--- config.mk ---
export PLATFORM = sky130hd
export DESIGN_NAME = htw_div
export DESIGN_NICKNAME = d
export VERILOG_FILES = /design/src/rtl/core/htw_pkg.sv /design/src/rtl/core/htw_div.sv
export SDC_FILE = /design/constraint.sdc
export NUM_CORES = 1
export LEC_CHECK = 0
export CAP_MARGIN = 10
export CORE_UTILIZATION = 59
export DETAILED_ROUTE_END_ITERATION = 7
export DONT_BUFFER_PORTS = 1
export PLACE_DENSITY_LB_ADDON = 0.1
export SYNTH_ARGS = -nofsm -noshare
export SYNTH_HDL_FRONTEND = slang
export SYNTH_SLANG_ARGS = --single-unit
--- constraint.sdc ---
create_clock -name i_clk -period 2.8 [get_ports i_clk]
set_clock_uncertainty 0.15 [all_clocks]
set_input_delay 0.84 -clock i_clk [delete_from_list [all_inputs] [get_ports i_clk]]
set_output_delay 0.84 -clock i_clk [all_outputs]
set_load 0.02 [all_outputs]
--- src/rtl/core/htw_pkg.sv ---
// Shared types and constants of the hierarchical timing wheel.
// No dependencies; used by the core, the divider and the checker.
package htw_pkg;

    // Default sizes of the pool and the wheel levels.
    localparam int POOL_SIZE_DEF        = 32;
    localparam int LEVEL1_BITS_DEF      = 8;
    localparam int UPPER_LEVEL_BITS_DEF = 6;

    // Tick period register.
    localparam int             PERIOD_W   = 10;
    localparam logic [9:0]     PERIOD_RST = 10'd10;

    // Width of the millisecond and tick words.
    localparam int TIME_W = 32;

    typedef enum logic [1:0] {
        ACT_TICK  = 2'd0,
        ACT_SET   = 2'd1,
        ACT_KILL  = 2'd2,
        ACT_QUERY = 2'd3
    } t_action;

    typedef enum logic [2:0] {
        KIND_FIRED = 3'd0,
        KIND_SET   = 3'd1,
        KIND_FULL  = 3'd2,
        KIND_ALIVE = 3'd3,
        KIND_KILL  = 3'd4,
        KIND_TICK  = 3'd5
    } t_kind;

    // Request to the shared divider.
    typedef struct packed {
        logic                start;
        logic [TIME_W-1:0]   dividend;
        logic [PERIOD_W-1:0] divisor;
    } t_div_req;

endpackage

--- src/rtl/core/htw_div.sv ---
// Restoring divider that turns a millisecond value into a tick count, one bit a cycle.
// Depends on htw_pkg for the request struct and the word widths.
module htw_div (
    input  logic                       i_clk,
    input  logic                       i_rst_n,
    input  htw_pkg::t_div_req          i_req,
    output logic                       o_done,
    output logic [htw_pkg::TIME_W-1:0] o_quotient
);
    import htw_pkg::*;

    localparam int CW = $clog2(TIME_W);

    logic                r_busy;
    logic                r_done;
    logic [CW-1:0]       r_cnt;
    logic [TIME_W-1:0]   r_quo;
    logic [PERIOD_W-1:0] r_rem;
    logic [PERIOD_W-1:0] r_div;

    logic [PERIOD_W:0]   rem_sh;
    logic [PERIOD_W:0]   diff;
    logic                ge;

    // One trial subtraction per cycle.
    always_comb begin
        rem_sh = {r_rem, r_quo[TIME_W-1]};
        diff   = rem_sh - {1'b0, r_div};
        ge     = (rem_sh >= {1'b0, r_div});
    end

    // Control: busy flag, bit counter and done pulse.
    always_ff @(posedge i_clk) begin
        if (!i_rst_n) begin
            r_busy <= 1'b0;
            r_done <= 1'b0;
            r_cnt  <= '0;
        end else begin
            r_done <= 1'b0;
            if (i_req.start) begin
                r_busy <= 1'b1;
                r_cnt  <= '0;
            end else if (r_busy) begin
                r_cnt <= r_cnt + 1'b1;
                if (r_cnt == CW'(TIME_W - 1)) begin
                    r_busy <= 1'b0;
                    r_done <= 1'b1;
                end
            end
        end
    end

    // Datapath: the dividend shifts out as the quotient shifts in.
    always_ff @(posedge i_clk) begin
        if (i_req.start) begin
            r_quo <= i_req.dividend;
            r_rem <= '0;
            r_div <= i_req.divisor;
        end else if (r_busy) begin
            r_quo <= {r_quo[TIME_W-2:0], ge};
            r_rem <= ge ? diff[PERIOD_W-1:0] : rem_sh[PERIOD_W-1:0];
        end
    end

    assign o_done     = r_done;
    assign o_quotient = r_quo;

endmodule

# Yosys cells after proc, flatten, opt, wreduce, memory -nomap -nowiden
# Cells that the tools add are included.
# word_totals
out_inout_bits	33
ff_bits	59
elab_cells	22
# op_classes
eq_ne	1
bitwise_logic	2
muxes	7
magnitude_cmp	1
n_reduce_logical	3
add_sub_neg	2
# ops
op	n
2-to-1 mux 32 bit	2
greater-or-equal comparator 11 x 10 -> 1 bit	1
2-to-1 mux 10 bit	1
subtractor 10 bit	1
adder 5 x 1 -> 5 bit (second input constant)	1
equality test 5 bit (second input constant)	1
2-to-1 mux 1 bit	4
OR reduction 3 bit	1
inverter 1 bit	2
nonzero test 2 bit	1
OR reduction 2 bit	1

# Depth between registers and ports, before layout
# logic_depth
depth_word	4
mapped_depth	9
ltp_nobuf	9

# Worst setup path after synthesis
# No wires, ideal clock.
# synth_timing
kind	input -> register
startpoint	in i_req[42] (netlist name)
endpoint	reg r_quo[0] (netlist: o_quotient[0]) (enable)
setup_time_ps	387
setup_slack_ps	345
stages	3
required_ps	2263
t_arrival_ps	1918
n_path_buf	1
path_cell_list	buf_1 > nor2_1 > inv_1
# synth_between
elab_chain_len	1
# synth_rtl
element	line_no	rtl
start, declared	htw_div.sv:6	input htw_pkg::t_div_req i_req,
nonzero test 2 bit (no line)	-	
end signal, assigned	htw_div.sv:56	r_quo <= i_req.dividend;
end signal, assigned	htw_div.sv:60	r_quo <= {r_quo[TIME_W-2:0], ge};
end, declared	htw_div.sv:17	logic [TIME_W-1:0] r_quo;
# No other way between the ends.
# A chain may end at the register's enable or synchronous reset.

# Final worst setup path
# layout_timing
startpoint	reg r_div[1]
endpoint	reg r_quo[0] (netlist: o_quotient[0]) (data pin)
# layout_between
elab_chain_len	3
# layout_rtl
element	line_no	rtl
start, declared	htw_div.sv:19	logic [PERIOD_W-1:0] r_div;
start signal, assigned	htw_div.sv:58	r_div <= i_req.divisor;
greater-or-equal comparator 11 x 10 -> 1 bit	htw_div.sv:29	ge = (rem_sh >= {1'b0, r_div});
2-to-1 mux 32 bit	htw_div.sv:59	end else if (r_busy) begin
2-to-1 mux 32 bit	htw_div.sv:55	if (i_req.start) begin
# No other way between the ends. The select of a mux whose other input is x is not followed.

==> results.cfg <==
[sta]
slew_headroom_pct = 49.9
fmax_mhz = 402
fin_tns_setup_ns = 0
final_min_period_over_clock_period_pct = 88.7
slew_viol_final = 0
worstMarginPinSlew_ns = 0.747
rsz0062_at_grt = false
setup_viol = 0
whs_ns = 0.350
hold_viol_final = 0
period_needed_ns = 2.48

[floorplan]
die_h_um = 72.5
std_cell_rows = 25
die_w_um = 72.5
ios = 78
dieArea_sq_um = 5250
start_util_pct = 61.6
coreArea_sq_um = 4750

[global_route]
track_usage_pct = 23.9
grt_max_degree = 51
grt_overflow_total = 0
antenna_found_initial = 0
grt_pass1_wl_mm = 9.32
grt_pass1_vias = 1941

[clock_network]
hold_buffers = 0
cts_buffer_depth = 2
ctsHtreeMaxLevel = 3
cts_resized = 0
cts_root_buf = clkbuf_8
cts_made_buffers = 9
clock_sinks = 59
clock_latency_ns = 0.32
cts.clk_slew.worst_paths_ns = 0.07
post_cts_buffers = 0
cts_tree = built

[status]
status = finished clean

[worst_setup_path]
start_kind = flip-flop
cp_cell_sequence = inv_1, ha_1, nor2b_2, o2111ai_2, a2111o_1, nand2_1, mux2_2
crit_fanout = 8
rr_worst_depth = 7
slowest_stage = a2111o_1
endpoint_kind = flip-flop
critical_path_required_ns = 2.72
worstSetupPathType = flip-flop to flip-flop
critPathArrivalTime_ns = 2.41
cpPeakStageDelay_ns = 0.40

[drt]
vias = 1929
route.met3.wl_um = 552
drc = 0
viasPerCell = 6.07
drt_iter0_markers = 144
ant_nets = 0
wl_per_cell_um = 18.5
wl_met1_mm = 2.51
dr.max_layer_used = met4
met2_length_mm = 2.70
wirelength_mm = 5.87
detail_route.first_pass.iterations = 4

[logic_synthesis]
ys_seq_area_share_pct = 54.7
synth.avg_cell_area_sq_um = 12.3
ys_warn_count = 0
synth-edff-count = 42
synth_cell_types = 50
synth_area_sq_um = 2930
synthArstFlopShare_pct = 0
ys_ff_latch = 59
synthCells = 238
synth_ff_type = edfxtp_1
syn_nets = 296

[pwr]
power_density_nw_per_um2 = 713
ir_drop_mv = 0.537
p_leak_nw = 1.22

[place]
gp_congestion = 0.847
portBuffers = 0
post-dp-hpwl_mm = 4.09

[min_path]
min_delay_path_depth = 2
hold_class = flip-flop to flip-flop

[finish]
diodes = 0
drive_above_1_share_pct = 22.3
final_net_count = 304
synthToLayoutAreaGrowth_pct = 10.0

[run]
maxCapViolations = 0
power by group:
| part | total [W] | leakage (nW) | switching (W) | internal (W) |
|---|---|---|---|---|
| combinational | 0.000347 | 0.553 | 0.000194 | 0.000153 |
| clock | 0.000801 | 0.107 | 0.000318 | 0.000484 |
| sequential | 0.00115 | 0.559 | 0.000117 | 0.00103 |
synth_stat cells (all sizes together), types with 3 or more instances:
library cell	count	area, sq um
edfxtp	42	1260
mux2	32	360
dfxtp	17	340
nor2	17	63.8
inv	16	60.1
a21oi	12	60.1
ha	12	150
nand2	11	41.3
o21ai	9	45.0
nand3	7	35.0
a21o	4	30.0
a311oi	4	41.3
buf	4	16.3
xnor2	4	35.0
xor2	4	35.0
clkbuf	3	11.3
nor3	3	15.0
cell families after synthesis:
kind of cell,synth area share (%)
AO/OA/AOI/OAI,12.6
XOR/XNOR,2.39
adder cells (fa/ha/maj),5.81
buffers and inverters,2.99
flip-flops,54.7
multiplexers,13.0
AND/OR/NAND/NOR,8.58
layer usage:
layer,GRT usage [%],vias up
met5,0,-
met4,10.9,0
met3,9.17,12
met2,34.5,86
met1,31.9,921
li1,-,910
registers in the layout, summed over array words and instances (netlist names):
register,cells
r_busy,1
r_cnt,5
r_div,10
r_rem,10
o_quotient,32
o_done,1
area by class of cell:
| cell class | count | area [sq um] |
|---|---|---|
| Clock inverter | 2 | 35.0 |
| Clock buffer | 14 | 173 |
| Sequential cell | 59 | 1600 |
| Tap cell | 67 | 83.8 |
| Fill cell | 376 | 1530 |
| Timing Repair Buffer | 4 | 30.0 |
| Inverter | 16 | 60.1 |
| Multi-Input combinational cell | 156 | 1240 |
worst max-delay path: cells and delay by family (launching register included):
kind            cells  cell delay, ns
compound gates      2            0.68
flops               1            0.37
simple gates        2            0.36
mux                 1            0.31
fa+ha+maj           1            0.26
buf+inv             1            0.11
cells in the final DEF (no fill, tap or decap), drive strengths merged, types with 9 or more instances in the layout:
master / n
clkbuf: 14
nor2: 17
nand2: 11
a21oi: 12
o21ai: 9
ha: 12
dfxtp: 17
edfxtp: 42
mux2: 32
inv: 16
worst paths after layout:
check | endpoint | slack (ns) | start
max reg2reg | o_quotient[0]$_DFFE_PP_ | 0.32 | r_div[1]$_DFFE_PP_
min | r_rem[8]$_SDFFE_PP0P_ | 0.35 | r_rem[8]$_SDFFE_PP0P_
max | o_quotient[0]$_DFFE_PP_ | 0.32 | r_div[1]$_DFFE_PP_
min reg2reg | r_rem[8]$_SDFFE_PP0P_ | 0.35 | r_rem[8]$_SDFFE_PP0P_
stage by stage:
| step | total power [W] | worst slack (ns) | std cells | utilization [%] | cell area [sq um] |
|---|---|---|---|---|---|
| 3_3_place_gp | 0.00150 | 0.333 | 302 | 63.4 | 3020 |
| 2_1_floorplan | 0.00143 | 0.345 | 238 | - | 2930 |
| 6_report | 0.00230 | 0.315 | 318 | 67.8 | 3220 |
| 4_1_cts | 0.00231 | 0.304 | 318 | 67.8 | 3220 |
| 3_5_place_dp | 0.00151 | 0.324 | 302 | 63.4 | 3020 |
| 5_1_grt | 0.00239 | 0.150 | 318 | 67.8 | 3220 |
No activity file was read; power rests on OpenSTA's default activity.
